<file path="config.mk">
export PLATFORM = sky130hd
export DESIGN_NAME = keyword_category_spotter
export DESIGN_NICKNAME = d
export VERILOG_FILES = /design/src/sv/kcs_pkg.sv /design/src/sv/kcs_front.sv /design/src/sv/kcs_queue.sv /design/src/sv/kcs_back.sv /design/src/sv/keyword_category_spotter.sv
export SDC_FILE = /design/constraint.sdc
export NUM_CORES = 2
export LEC_CHECK = 0
export ABC_CLOCK_PERIOD_IN_PS = 10900
export BUFFER_PORTS_ARGS = -buffer_cell sky130_fd_sc_hd__buf_4
export CAP_MARGIN = 20
export CORE_ASPECT_RATIO = 0.6
export CORE_UTILIZATION = 42
export DETAILED_ROUTE_END_ITERATION = 8
export PLACE_DENSITY = 0.63
export SLEW_MARGIN = 20
export SYNTH_ARGS = -nofsm -noshare
export SYNTH_HDL_FRONTEND = slang
export SYNTH_MEMORY_MAX_BITS = 65536
export SYNTH_SLANG_ARGS = --single-unit
</file>
<file path="constraint.sdc">
create_clock -name clk -period 10.9 [get_ports clk]
set_input_delay 1.09 -clock clk [delete_from_list [all_inputs] [get_ports clk]]
set_output_delay 1.09 -clock clk [all_outputs]
set_load 0.01 [all_outputs]
</file>
<file path="src/sv/kcs_pkg.sv">
// kcs_pkg: shared types and codes for the keyword category spotter.
// Used by kcs_front, kcs_queue, kcs_back and the top level; depends on nothing.
package kcs_pkg;

  localparam int FUNC_W = 2;
  localparam int IDX_W  = 4;
  localparam int POS_W  = 5;
  localparam int CHAR_W = 8;
  localparam int LEN_W  = 6;
  localparam int CAT_W  = 4;
  localparam int SEEN_W = 1 << CAT_W;

  // input function codes
  localparam logic [FUNC_W-1:0] FUNC_LOAD   = 2'd0;
  localparam logic [FUNC_W-1:0] FUNC_COMMIT = 2'd1;
  localparam logic [FUNC_W-1:0] FUNC_CHAR   = 2'd2;
  localparam logic [FUNC_W-1:0] FUNC_END    = 2'd3;

  localparam logic [CHAR_W-1:0] SEP_CHAR = 8'd32;

  // classified operations handed from front to back
  localparam int OP_W = 3;
  localparam logic [OP_W-1:0] OP_LOAD   = 3'd0;
  localparam logic [OP_W-1:0] OP_COMMIT = 3'd1;
  localparam logic [OP_W-1:0] OP_CHAR   = 3'd2;
  localparam logic [OP_W-1:0] OP_SEP    = 3'd3;
  localparam logic [OP_W-1:0] OP_END    = 3'd4;

  localparam int QUEUE_DEPTH = 4;
  localparam int QPTR_W      = 2;
  localparam int QCNT_W      = 3;

  typedef struct packed {
    logic [OP_W-1:0]   op;
    logic [IDX_W-1:0]  idx;
    logic [POS_W-1:0]  pos;
    logic [CHAR_W-1:0] chr;
    logic [LEN_W-1:0]  len;
    logic [CAT_W-1:0]  cat;
  } item_t;

  typedef struct packed {
    logic [CAT_W-1:0] cat;
    logic             has;
    logic             done;
    logic             none;
    logic             last;
  } result_t;

endpackage

</file>
<file path="src/sv/kcs_front.sv">
// kcs_front: accepts input transactions, classifies them, drops loads and commits outside the store.
// Depends on kcs_pkg.
module kcs_front #(
  parameter int MAX_WORDS      = 16,
  parameter int WORD_CHARS     = 32,
  parameter int NUM_CATEGORIES = 16
) (
  input  logic                        in_valid,
  output logic                        in_stall,
  input  logic [kcs_pkg::FUNC_W-1:0]  func,
  input  logic [kcs_pkg::IDX_W-1:0]   entry_index,
  input  logic [kcs_pkg::POS_W-1:0]   char_pos,
  input  logic [kcs_pkg::CHAR_W-1:0]  char_value,
  input  logic [kcs_pkg::LEN_W-1:0]   word_length,
  input  logic [kcs_pkg::CAT_W-1:0]   category_in,
  input  logic                        q_full,
  output logic                        push,
  output kcs_pkg::item_t              push_item
);

  logic keep;

  always_comb begin
    keep            = 1'b1;
    push_item.op    = kcs_pkg::OP_END;
    push_item.idx   = entry_index;
    push_item.pos   = char_pos;
    push_item.chr   = char_value;
    push_item.len   = word_length;
    push_item.cat   = category_in;
    unique case (func)
      kcs_pkg::FUNC_LOAD: begin
        push_item.op = kcs_pkg::OP_LOAD;
        keep = (int'(entry_index) < MAX_WORDS) && (int'(char_pos) < WORD_CHARS);
      end
      kcs_pkg::FUNC_COMMIT: begin
        push_item.op = kcs_pkg::OP_COMMIT;
        keep = int'(entry_index) < MAX_WORDS;
        // saturate categories beyond the configured range
        if (int'(category_in) > NUM_CATEGORIES - 1) begin
          push_item.cat = kcs_pkg::CAT_W'(NUM_CATEGORIES - 1);
        end
      end
      kcs_pkg::FUNC_CHAR: begin
        push_item.op = (char_value == kcs_pkg::SEP_CHAR) ? kcs_pkg::OP_SEP : kcs_pkg::OP_CHAR;
      end
      default: begin
        push_item.op = kcs_pkg::OP_END;
      end
    endcase
  end

  assign in_stall = q_full;
  assign push     = in_valid && !q_full && keep;

endmodule

</file>
<file path="src/sv/kcs_queue.sv">
// kcs_queue: short FIFO of classified operations between front and back.
// Depends on kcs_pkg.
module kcs_queue (
  input  logic           clk,
  input  logic           rst,
  input  logic           push,
  input  kcs_pkg::item_t push_item,
  output logic           full,
  input  logic           pop,
  output kcs_pkg::item_t head,
  output logic           empty
);

  kcs_pkg::item_t                slots [kcs_pkg::QUEUE_DEPTH];
  logic [kcs_pkg::QPTR_W-1:0]    wr_ptr;
  logic [kcs_pkg::QPTR_W-1:0]    rd_ptr;
  logic [kcs_pkg::QCNT_W-1:0]    count;

  assign full  = count == kcs_pkg::QCNT_W'(kcs_pkg::QUEUE_DEPTH);
  assign empty = count == '0;
  assign head  = slots[rd_ptr];

  always_ff @(posedge clk) begin
    if (push) begin
      slots[wr_ptr] <= push_item;
    end
  end

  always_ff @(posedge clk) begin
    if (rst) begin
      wr_ptr <= '0;
      rd_ptr <= '0;
      count  <= '0;
    end else begin
      if (push) begin
        wr_ptr <= wr_ptr + kcs_pkg::QPTR_W'(1);
      end
      if (pop) begin
        rd_ptr <= rd_ptr + kcs_pkg::QPTR_W'(1);
      end
      if (push && !pop) begin
        count <= count + kcs_pkg::QCNT_W'(1);
      end else if (pop && !push) begin
        count <= count - kcs_pkg::QCNT_W'(1);
      end
    end
  end

endmodule

</file>
<file path="src/sv/kcs_back.sv">
// kcs_back: word store, entry table, token matching and result output register.
// Depends on kcs_pkg; fed by kcs_queue.
module kcs_back #(
  parameter int MAX_WORDS  = 16,
  parameter int WORD_CHARS = 32
) (
  input  logic             clk,
  input  logic             rst,
  input  logic             q_empty,
  input  kcs_pkg::item_t   q_head,
  output logic             q_pop,
  output logic             out_valid,
  input  logic             out_stall,
  output kcs_pkg::result_t out_res
);

  localparam int EW    = (MAX_WORDS > 1) ? $clog2(MAX_WORDS) : 1;
  localparam int CNT_W = $clog2(MAX_WORDS + 1);
  localparam int PW    = $clog2(WORD_CHARS);
  localparam int TL_W  = $clog2(WORD_CHARS + 1);
  localparam int CMP_W = 8;

  localparam logic [2:0] S_IDLE      = 3'd0;
  localparam logic [2:0] S_CMP       = 3'd1;
  localparam logic [2:0] S_PICK      = 3'd2;
  localparam logic [2:0] S_EMIT_CAT  = 3'd3;
  localparam logic [2:0] S_EMIT_DONE = 3'd4;

  // word store: one row per character position, one byte lane per entry
  logic [MAX_WORDS-1:0][kcs_pkg::CHAR_W-1:0] mem [WORD_CHARS];
  logic [MAX_WORDS-1:0][kcs_pkg::CHAR_W-1:0] rdata;

  logic [kcs_pkg::LEN_W-1:0] entry_len [MAX_WORDS];
  logic [kcs_pkg::CAT_W-1:0] entry_cat [MAX_WORDS];

  logic [2:0]                  state;
  logic [CNT_W-1:0]            entry_count;
  logic [MAX_WORDS-1:0]        flags;
  logic [TL_W-1:0]             token_length;
  logic                        token_overflow;
  logic [kcs_pkg::SEEN_W-1:0]  seen;
  logic [MAX_WORDS-1:0]        cand;
  logic                        is_end;
  logic [kcs_pkg::CHAR_W-1:0]  cur_chr;
  logic [kcs_pkg::CAT_W-1:0]   cat_reg;

  logic [MAX_WORDS-1:0]        cand_next;
  logic [MAX_WORDS-1:0]        flags_next;
  logic [EW-1:0]               pick_idx;
  logic                        pick_any;
  logic [kcs_pkg::CAT_W-1:0]   pick_cat;
  logic                        new_cat;
  logic                        slot_free;
  logic                        emit;
  logic                        tok_full;
  logic                        commit_ok;
  logic                        commit_append;
  logic [EW-1:0]               head_lane;
  logic [PW-1:0]               head_row;
  logic [PW-1:0]               tok_row;

  assign q_pop         = (state == S_IDLE) && !q_empty;
  assign slot_free     = !out_valid || !out_stall;
  assign emit          = slot_free && ((state == S_EMIT_CAT) || (state == S_EMIT_DONE));
  assign tok_full      = int'(token_length) >= WORD_CHARS;
  assign head_lane     = EW'(q_head.idx);
  assign head_row      = PW'(q_head.pos);
  assign tok_row       = token_length[PW-1:0];
  assign commit_ok     = int'(q_head.idx) <= int'(entry_count);
  assign commit_append = int'(q_head.idx) == int'(entry_count);

  // per-entry candidates at token end
  always_comb begin
    for (int i = 0; i < MAX_WORDS; i++) begin
      cand_next[i] = flags[i] && (token_length != '0) && !token_overflow &&
                     (CMP_W'(entry_len[i]) == CMP_W'(token_length)) &&
                     (i < int'(entry_count));
      flags_next[i] = flags[i] && (rdata[i] == cur_chr);
    end
  end

  // lowest-numbered candidate wins
  always_comb begin
    pick_idx = '0;
    pick_any = 1'b0;
    for (int i = MAX_WORDS - 1; i >= 0; i--) begin
      if (cand[i]) begin
        pick_idx = EW'(i);
        pick_any = 1'b1;
      end
    end
    pick_cat = entry_cat[pick_idx];
    new_cat  = pick_any && !seen[pick_cat];
  end

  always_ff @(posedge clk) begin
    if (q_pop && q_head.op == kcs_pkg::OP_LOAD) begin
      mem[head_row][head_lane] <= q_head.chr;
    end
    if (q_pop && q_head.op == kcs_pkg::OP_CHAR && !tok_full) begin
      rdata <= mem[tok_row];
    end
  end

  always_ff @(posedge clk) begin
    if (q_pop && q_head.op == kcs_pkg::OP_COMMIT && commit_ok) begin
      entry_len[head_lane] <= q_head.len;
      entry_cat[head_lane] <= q_head.cat;
    end
  end

  always_ff @(posedge clk) begin
    if (rst) begin
      state          <= S_IDLE;
      entry_count    <= '0;
      flags          <= '1;
      token_length   <= '0;
      token_overflow <= 1'b0;
      seen           <= '0;
      out_valid      <= 1'b0;
    end else begin
      // load a new result, drop a taken one, hold a stalled one
      if (emit) begin
        out_valid <= 1'b1;
      end else if (!out_stall) begin
        out_valid <= 1'b0;
      end
      unique case (state)
        S_IDLE: begin
          if (!q_empty) begin
            unique case (q_head.op)
              kcs_pkg::OP_COMMIT: begin
                if (commit_ok && commit_append) begin
                  entry_count <= entry_count + CNT_W'(1);
                end
              end
              kcs_pkg::OP_CHAR: begin
                cur_chr <= q_head.chr;
                if (tok_full) begin
                  token_overflow <= 1'b1;
                end else begin
                  state <= S_CMP;
                end
              end
              kcs_pkg::OP_SEP, kcs_pkg::OP_END: begin
                cand   <= cand_next;
                is_end <= q_head.op == kcs_pkg::OP_END;
                state  <= S_PICK;
              end
              default: begin
              end
            endcase
          end
        end
        S_CMP: begin
          flags        <= flags_next;
          token_length <= token_length + TL_W'(1);
          state        <= S_IDLE;
        end
        S_PICK: begin
          cat_reg        <= pick_cat;
          flags          <= '1;
          token_length   <= '0;
          token_overflow <= 1'b0;
          if (new_cat) begin
            seen[pick_cat] <= 1'b1;
            state          <= S_EMIT_CAT;
          end else if (is_end) begin
            state <= S_EMIT_DONE;
          end else begin
            state <= S_IDLE;
          end
        end
        S_EMIT_CAT: begin
          if (slot_free) begin
            out_res.cat  <= cat_reg;
            out_res.has  <= 1'b1;
            out_res.done <= 1'b0;
            out_res.none <= 1'b0;
            out_res.last <= !is_end;
            state        <= is_end ? S_EMIT_DONE : S_IDLE;
          end
        end
        S_EMIT_DONE: begin
          if (slot_free) begin
            out_res.cat  <= '0;
            out_res.has  <= 1'b0;
            out_res.done <= 1'b1;
            out_res.none <= seen == '0;
            out_res.last <= 1'b1;
            seen         <= '0;
            state        <= S_IDLE;
          end
        end
        default: begin
          state <= S_IDLE;
        end
      endcase
    end
  end

endmodule

</file>
<file path="src/sv/keyword_category_spotter.sv">
// Keyword category spotter. The back end handles load and commit in its idle state,
// a message character through its compare state, and a separator or end of message
// through its pick state and then one emit state per result. The back end state machine
// and its single word-store read port set the rate. The 4-entry queue takes input while
// the back end works. Reset clears control, counts, match flags and the seen mask; the
// word store and entry table are not cleared and need no clearing pass.
module keyword_category_spotter #(
  parameter int MAX_WORDS      = 16,
  parameter int WORD_CHARS     = 32,
  parameter int NUM_CATEGORIES = 16
) (
  input  logic                        clk,
  input  logic                        rst,
  input  logic                        in_valid,
  output logic                        in_stall,
  input  logic [kcs_pkg::FUNC_W-1:0]  func,
  input  logic [kcs_pkg::IDX_W-1:0]   entry_index,
  input  logic [kcs_pkg::POS_W-1:0]   char_pos,
  input  logic [kcs_pkg::CHAR_W-1:0]  char_value,
  input  logic [kcs_pkg::LEN_W-1:0]   word_length,
  input  logic [kcs_pkg::CAT_W-1:0]   category_in,
  output logic                        out_valid,
  input  logic                        out_stall,
  output logic [kcs_pkg::CAT_W-1:0]   category_out,
  output logic                        has_category,
  output logic                        message_done,
  output logic                        none_found,
  output logic                        last
);

  logic             push;
  kcs_pkg::item_t   push_item;
  logic             q_full;
  logic             q_empty;
  logic             q_pop;
  kcs_pkg::item_t   q_head;
  kcs_pkg::result_t out_res;

  kcs_front #(
    .MAX_WORDS      (MAX_WORDS),
    .WORD_CHARS     (WORD_CHARS),
    .NUM_CATEGORIES (NUM_CATEGORIES)
  ) u_front (
    .in_valid    (in_valid),
    .in_stall    (in_stall),
    .func        (func),
    .entry_index (entry_index),
    .char_pos    (char_pos),
    .char_value  (char_value),
    .word_length (word_length),
    .category_in (category_in),
    .q_full      (q_full),
    .push        (push),
    .push_item   (push_item)
  );

  kcs_queue u_queue (
    .clk       (clk),
    .rst       (rst),
    .push      (push),
    .push_item (push_item),
    .full      (q_full),
    .pop       (q_pop),
    .head      (q_head),
    .empty     (q_empty)
  );

  kcs_back #(
    .MAX_WORDS  (MAX_WORDS),
    .WORD_CHARS (WORD_CHARS)
  ) u_back (
    .clk       (clk),
    .rst       (rst),
    .q_empty   (q_empty),
    .q_head    (q_head),
    .q_pop     (q_pop),
    .out_valid (out_valid),
    .out_stall (out_stall),
    .out_res   (out_res)
  );

  assign category_out = out_res.cat;
  assign has_category = out_res.has;
  assign message_done = out_res.done;
  assign none_found   = out_res.none;
  assign last         = out_res.last;

endmodule

</file>
* Word level (Yosys, flattened, before mapping)
Memory sizes are Yosys's and may differ from the RTL's. A register that Yosys moved wholly into a read port is not among the register bits.
Index checks and enable logic that the tools add are counted.
Widths: inputs -> output; s select.
** Storage, ports and cells
- Memories :: 4
- Output and inout port bits :: 10
- Logic and storage cells :: 306
- Bits in registers :: 92
- Bits in writable memories :: 4376
- Input port bits :: 33
** Memories
- u_back.mem :: words 32, bits a word 128, read ports 1, clocked after Yosys merged registers in 1, write ports 1, line kcs_back.sv:30 : logic [MAX_WORDS-1:0][kcs_pkg::CHAR_W-1:0] mem [WORD_CHARS];
- u_queue.slots :: words 4, bits a word 30, read ports 1, clocked after Yosys merged registers in 1, write ports 1, line kcs_queue.sv:14 : kcs_pkg::item_t slots [kcs_pkg::QUEUE_DEPTH];
- u_back.entry_len :: words 16, bits a word 6, read ports 16, clocked after Yosys merged registers in 0, write ports 1, line kcs_back.sv:33 : logic [kcs_pkg::LEN_W-1:0] entry_len [MAX_WORDS];
- u_back.entry_cat :: words 16, bits a word 4, read ports 1, clocked after Yosys merged registers in 0, write ports 1, line kcs_back.sv:34 : logic [kcs_pkg::CAT_W-1:0] entry_cat [MAX_WORDS];
** Operators by class
- Magnitude comparators :: 22
- Multiplexer cells :: 72
- Equal/unequal tests :: 54
- $add $sub $neg :: 6
- Reductions and logical operators :: 126
- Bitwise operators :: 3
** Operators with widths (number)
- $eq 8x8->1 :: 16
- $mux 128 :: 1
- $eq 6x6->1 :: 16
- $logic_and 1x1->1 :: 94
- $mux 4 :: 16
- $pmux 16 s2 :: 2
- $lt 4x5->1 const A :: 8
- $demux 8 s4 :: 1
- $mux 16 :: 2
- $mux 1 :: 29
- $mux 3 :: 8
- $mux 8 :: 3
- $lt 3x5->1 const A :: 4
- $reduce_and 4->1 :: 5
- $logic_not 16->1 :: 1
- $or 16x16->16 :: 1
- $pmux 8 s2 :: 1
- $eq 3x2->1 const B :: 4
- $pmux 3 s4 :: 1
- $pmux 6 s2 :: 1
- $logic_not 1->1 :: 10
- $lt 1x5->1 const A :: 2
- $lt 2x5->1 const A :: 2
- $lt 4x5->1 const B :: 2
- other kinds (33) :: 53

* Logic depth before layout (Yosys ltp)
An unclocked memory read counts as a cell.
- Word-level depth :: 24
- Gate-level depth with buffers :: 16
- Depth with buffers taken out :: 12

* Modules after synthesis
A second synthesis with hierarchy kept.
** Second synthesis, totals
- Cells, all modules :: 7818
- Area total of the unflattened synthesis :: 177811.8 µm²
** By module, submodules not included
- kcs_back :: instances 1, cells each 7583, area an instance 172783.2 µm², seq. area each 133718.2 µm²
- kcs_queue :: instances 1, cells each 200, area an instance 4757.1 µm², seq. area each 3783.6 µm²
- kcs_front :: instances 1, cells each 35, area an instance 271.5 µm², seq. area each 0.0 µm²

* Least setup slack after synthesis
Ideal clock, no wire load.
- Kind :: flip-flop to flip-flop
- From :: register (tool-made name)
- To :: register u_back.rdata[0] in the netlist's numbering (read register of u_back.mem) (enable)
- Required time :: 10128 ps
- Path buffers :: 1
- Data arrival time :: 10328 ps
- Cell stages (with the launch flop) :: 5
- Library setup time :: 772 ps
- Clock period less this slack :: 11100 ps
- Path slack :: -200 ps
- Cell sequence :: dfxtp_1 > buf_1 > mux4_2 > nand2b_1 > nor3_1
** RTL lines
- end: declaration :: line kcs_back.sv:31 : logic [MAX_WORDS-1:0][kcs_pkg::CHAR_W-1:0] rdata;

* Worst setup path in the final report
- From :: register u_back.cand[1]
- To :: register u_back.state[1]
** On the way
- Longest elaborated chain between the ends :: 9
- Elaborated cells between the ends (all ways) :: 11
- Classes of those cells :: mux (8); reduce/logical (2); memory (1)
** RTL lines
- start: declaration :: line kcs_back.sv:42 : logic [MAX_WORDS-1:0] cand;
- start signal: assignment :: line kcs_back.sv:146 : cand <= cand_next;
- $mux 4 (2 in series) :: line kcs_back.sv:87 : if (cand[i]) begin
- $mem_v2 16x4
- via u_back.pick_cat, one bit :: line kcs_back.sv:51 : logic [kcs_pkg::CAT_W-1:0] pick_cat;
- $bmux 1 s4 :: line kcs_back.sv:93 : new_cat = pick_any && !seen[pick_cat];
- $mux 1 (not written as such) :: line kcs_back.sv:93
- $logic_not 1->1 :: line kcs_back.sv:93
- $logic_and 1x1->1 :: line kcs_back.sv:93
- $mux 3 :: line kcs_back.sv:165 : if (new_cat) begin
- $pmux 3 s4 :: line kcs_back.sv:128 : unique case (state)
- end signal: assignment :: line kcs_back.sv:181 : state <= is_end ? S_EMIT_DONE : S_IDLE;
- end: declaration :: line kcs_back.sv:36 : logic [2:0] state;
The timed path passes the listed nets, and every way through them passes these cells. The select of a mux whose other input is x is not followed.
A chain may end at the register's enable or synchronous reset.

==> flow_metrics.py <==
metrics = {
    "status": {
        "status": "complete, no violations",
    },
    "clocking": {
        "postCtsSetupBuffers": 0,
        "numCtsBuffers": 389,
        "cts_tree": "done",
        "clock_sinks": 4598,
        "root_buffer": "clkbuf_16",
        "clockBufferDepth": 4,
        "clkTransAtPathRegs_ns": 0.07,
        "clk_latency_ns": 0.96,
        "cts_hold_buf": 0,
        "post_cts_resize_count": 0,
        "cts.htree.levels": 5,
    },
    "worst_setup_path": {
        "cpMaxStageDelayCell": "o21ai_2",
        "startpoint": "u_back.cand[1]",
        "reg2reg_depth": 12,
        "cp_max_fo": 17,
        "crit_top_cell": "or3_1",
        "worst-path-buf-inv": 1,
        "required_ns": 11.71,
        "end_kind": "register",
        "reg2reg_to": "u_back.state[1]",
        "critical_path_class": "register to register",
        "crit_chain": "or4_4, or3_1, o21ai_2, mux2i_1, mux2_2, o22ai_1, a221oi_1, inv_1, a2111oi_0, a22oi_1, and4_1, or3_1",
        "cp.arrival_ns": 6.09,
        "crit_path_end": "u_back.state[1]",
        "critical_path.top_delay_family": "compound AO/OA/AOI/OAI gates",
        "cpPeakStageDelay_ns": 0.86,
        "rrSetupSlack_ns": 5.62,
        "worst_setup_path_start_kind": "register",
        "path_depth": 12,
        "r2r_start": "u_back.cand[1]",
    },
    "finish": {
        "fillerInstances": 33460,
        "top_register": "u_back.mem",
        "nets": 8046,
        "top_regs": "u_back.mem: 4096 flops, u_back.rdata: 128 flops, u_queue.slots: 120 flops",
        "largest_reg_flops": 4096,
        "stdcell_area_mm2": 0.1979,
        "drive_gt1_share_pct": 27.62,
        "syn_to_final_growth_pct": 11.28,
    },
    "route": {
        "drt-total-wl_um": 459500,
        "firstDrtPassIters": 5,
        "wl_per_cell_um": 33.05,
        "dr.first_iter.drc_count": 13030,
        "num_vias": 84790,
        "antenna_left": 0,
        "viasPerCell": 6.097,
        "drcViolationCount": 0,
    },
    "placed_design": {
        "io_buffers": 42,
        "placed_area_mm2": 0.1851,
        "finalWeightedCongestion": 0.8857,
        "hpwl_um": 269000,
    },
    "floorplanning": {
        "rows": 184,
        "fp.dieH_um": 506.0,
        "coreArea_mm2": 0.4202,
        "fp.dieW_um": 842.0,
        "initial_core_util_pct": 42.32,
        "num_io_pins": 43,
        "die_area_mm2": 0.4260,
    },
    "sta": {
        "slew_headroom_pct": 20.13,
        "min_period_over_period_pct": 48.41,
        "setup_viol": 0,
        "fmax_mhz": 189.5,
        "rsz0062_at_grt": "false",
        "period_minus_slack_ns": 5.277,
        "worst_pin_slew_ns": 1.186,
        "hold_violations": 0,
        "fin_skew_ns": 0.05836,
        "slew_violations": 0,
        "fin_tns_setup_ns": 0,
    },
    "global_routing": {
        "antenna_found_initial": 28,
        "grt_usage_pct": 21.22,
        "grt_max_degree": 192,
        "grt_pass1_wl_um": 650000,
        "grt.overflow.total": 0,
        "grt_pass1_vias": 81700,
    },
    "pwr": {
        "comb_power_share_pct": 17.4,
        "switching_share_pct": 27.48,
        "ir_drop_mv": 0.2373,
        "total_power_uw": 44090,
        "leakagePower_uw": 0.05762,
        "switchingPower_uw": 12110,
        "seq_power_share_pct": 50.3,
        "pwr-share-clk_pct": 32.2,
        "power.internal_uw": 31970,
        "power_density_mw_per_mm2": 222.8,
    },
    "yosys": {
        "async_flop_share_pct": 0,
        "synth.distinct_cells": 71,
        "synth.area.mux_share_pct": 17.62,
        "synth-simple-area-share_pct": 2.214,
        "synth-edff-count": 4541,
        "synth-main-ff-cell": "edfxtp_1",
        "synthesis.nets": 7892,
        "yosys.area_share.adder_pct": 0.09570,
        "synth_top_family_by_area": "multiplexers",
        "netlist_area_mm2": 0.1778,
        "ys.warnings.count": 0,
        "yosysSeqAreaShare_pct": 77.33,
        "syn_inst": 7846,
        "synth-seq-cells": 4598,
        "synth_compound_area_share_pct": 0.5686,
        "synth.avg_cell_area_um2": 22.66,
        "synth_xor_area_share_pct": 1.163,
    },
    "hold_path": {
        "holdPathStages": 1,
        "hp-class": "input pin to register",
    },
    "job": {
        "drv_cap": 0,
    },
}
## power by group through the flow
stage	combinational (uW)	clock (uW)	sequential (uW)
after CTS	7740	14400	22200
final	7680	14200	22200
after global placement	7590	0	22600
after global routing	8070	15000	22200
after floorplan	4090	0	23000
after detailed placement	7750	0	22600
## routing by layer
metal  vias to the layer above  track usage (%)  wire [um]
li1                      33180                -          -
met5                         -                0        131
met2                      5486            29.22     194200
met4                        20            4.605      10440
met1                     45500            33.35     195300
met3                       602            6.415      59460
## metrics by stage
| stage | setup slack [ns] | hold WS [ns] | cells | utilization (%) |
|---|---|---|---|---|
| 6_report | 5.623 | 0.3313 | 13910 | 47.09 |
| 5_1_grt | 5.312 | 0.2943 | 13900 | 47.09 |
| 4_1_cts | 5.665 | 0.2616 | 13890 | 47.08 |
| 3_5_place_dp | 5.664 | 0.4439 | 13190 | 44.05 |
| 3_3_place_gp | 5.515 | 0.4384 | 13190 | 44.05 |
| 2_1_floorplan | 3.736 | 0.4226 | 7846 | - |
## area by class of cell
cell class	instances	area, um^2	area share, %
well taps	5580	6982	3.529
diodes	9	22.52	0.01138
multi-input cells	2776	38700	19.56
flip-flops and latches	4598	137500	69.50
inverters	28	105.1	0.05312
clock inverters	227	2297	1.161
clock buffers	480	10410	5.262
repair buffers	207	1829	0.9245
## worst register-to-register path, delay by kind of cell, from the launching register on
| kind | cells | cell delay [ns] |
|---|---|---|
| multiplexers | 2 | 0.49 |
| flip-flops | 1 | 0.53 |
| AO/OA/AOI/OAI | 5 | 2.32 |
| AND/OR/NAND/NOR | 4 | 1.63 |
| buffers and inverters | 1 | 0.20 |
## cells by family (layout without fill, tap and decap cells)
| group | Yosys count | after routing |
|---|---|---|
| muxes | 1475 | 1475 |
| other | 0 | 9 |
| xor gates and xnor gates | 236 | 236 |
| AOI/OAI and AO/OA | 142 | 142 |
| buffers and inverters | 472 | 942 |
| DFF | 4598 | 4598 |
| and+or+nand+nor | 910 | 910 |
| adders and majority gates | 13 | 13 |
## synthesized netlist by cell type, types with 3 or more instances
cell type | n | share of area (%)
nand3b_1 | 4 | 0.017
o21bai_1 | 3 | 0.013
o41a_1 | 4 | 0.025
nor3_1 | 21 | 0.059
or4_1 | 5 | 0.021
mux2i_1 | 32 | 0.18
o2111ai_1 | 3 | 0.015
and3_1 | 7 | 0.025
a21o_1 | 4 | 0.017
a31oi_1 | 9 | 0.032
nor2b_1 | 9 | 0.032
nand3_1 | 31 | 0.087
or2_2 | 4 | 0.014
nand2b_1 | 10 | 0.035
o22ai_1 | 4 | 0.014
o221ai_1 | 3 | 0.015
buf_1 | 108 | 0.23
o211ai_1 | 10 | 0.042
inv_1 | 28 | 0.059
clkbuf_1 | 330 | 0.70
ha_1 | 12 | 0.084
mux4_2 | 1310 | 17
a21oi_1 | 26 | 0.073
and2_1 | 14 | 0.049
edfxtp_1 | 4541 | 77
mux2_2 | 133 | 0.84
or3_1 | 6 | 0.021
buf_2 | 3 | 0.0084
a221oi_1 | 4 | 0.020
nand4_1 | 62 | 0.22
nand2_1 | 112 | 0.24
o21ai_0 | 33 | 0.093
nor4b_1 | 5 | 0.025
nor4_2 | 3 | 0.021
a2111oi_0 | 4 | 0.020
dfxtp_1 | 57 | 0.64
xor2_1 | 17 | 0.084
nor2_1 | 592 | 1.2
xnor2_1 | 219 | 1.1
nor3b_1 | 7 | 0.030
nor4_1 | 12 | 0.042
a22o_1 | 9 | 0.044
## cells in the final DEF (no fill, tap or decap), types with 15 or more instances in the layout
cell type and instances:
edfxtp_1 4541, mux4_2 1302, nor2_1 581, clkbuf_16 401
xnor2_1 219, buf_4 185, mux2_2 133, clkinv_2 75
nand2_1 73, clkinv_1 71, clkbuf_1 71, nand4_1 62
dfxtp_1 51, bufinv_16 44, nand2_2 40, mux2i_1 32
nand3_1 31, inv_1 28, o21ai_0 28, a21oi_1 25
buf_12 22, nor3_1 19, xor2_1 17, clkinvlp_4 15
## how the worst min path moves through the flow
stage	startpoint	endpoint	slack, ns
after CTS	char_pos[3]	u_queue.slots[1][21]	0.26
final	word_length[1]	u_queue.slots[2][5]	0.33
after global routing	char_pos[3]	u_queue.slots[1][21]	0.29
after floorplan	u_back.flags[1]	u_back.flags[1]	0.42
after detailed placement	u_back.flags[10]	u_back.flags[10]	0.44
after global placement	u_back.flags[14]	u_back.flags[14]	0.44
(Power assumes the default switching activity.)
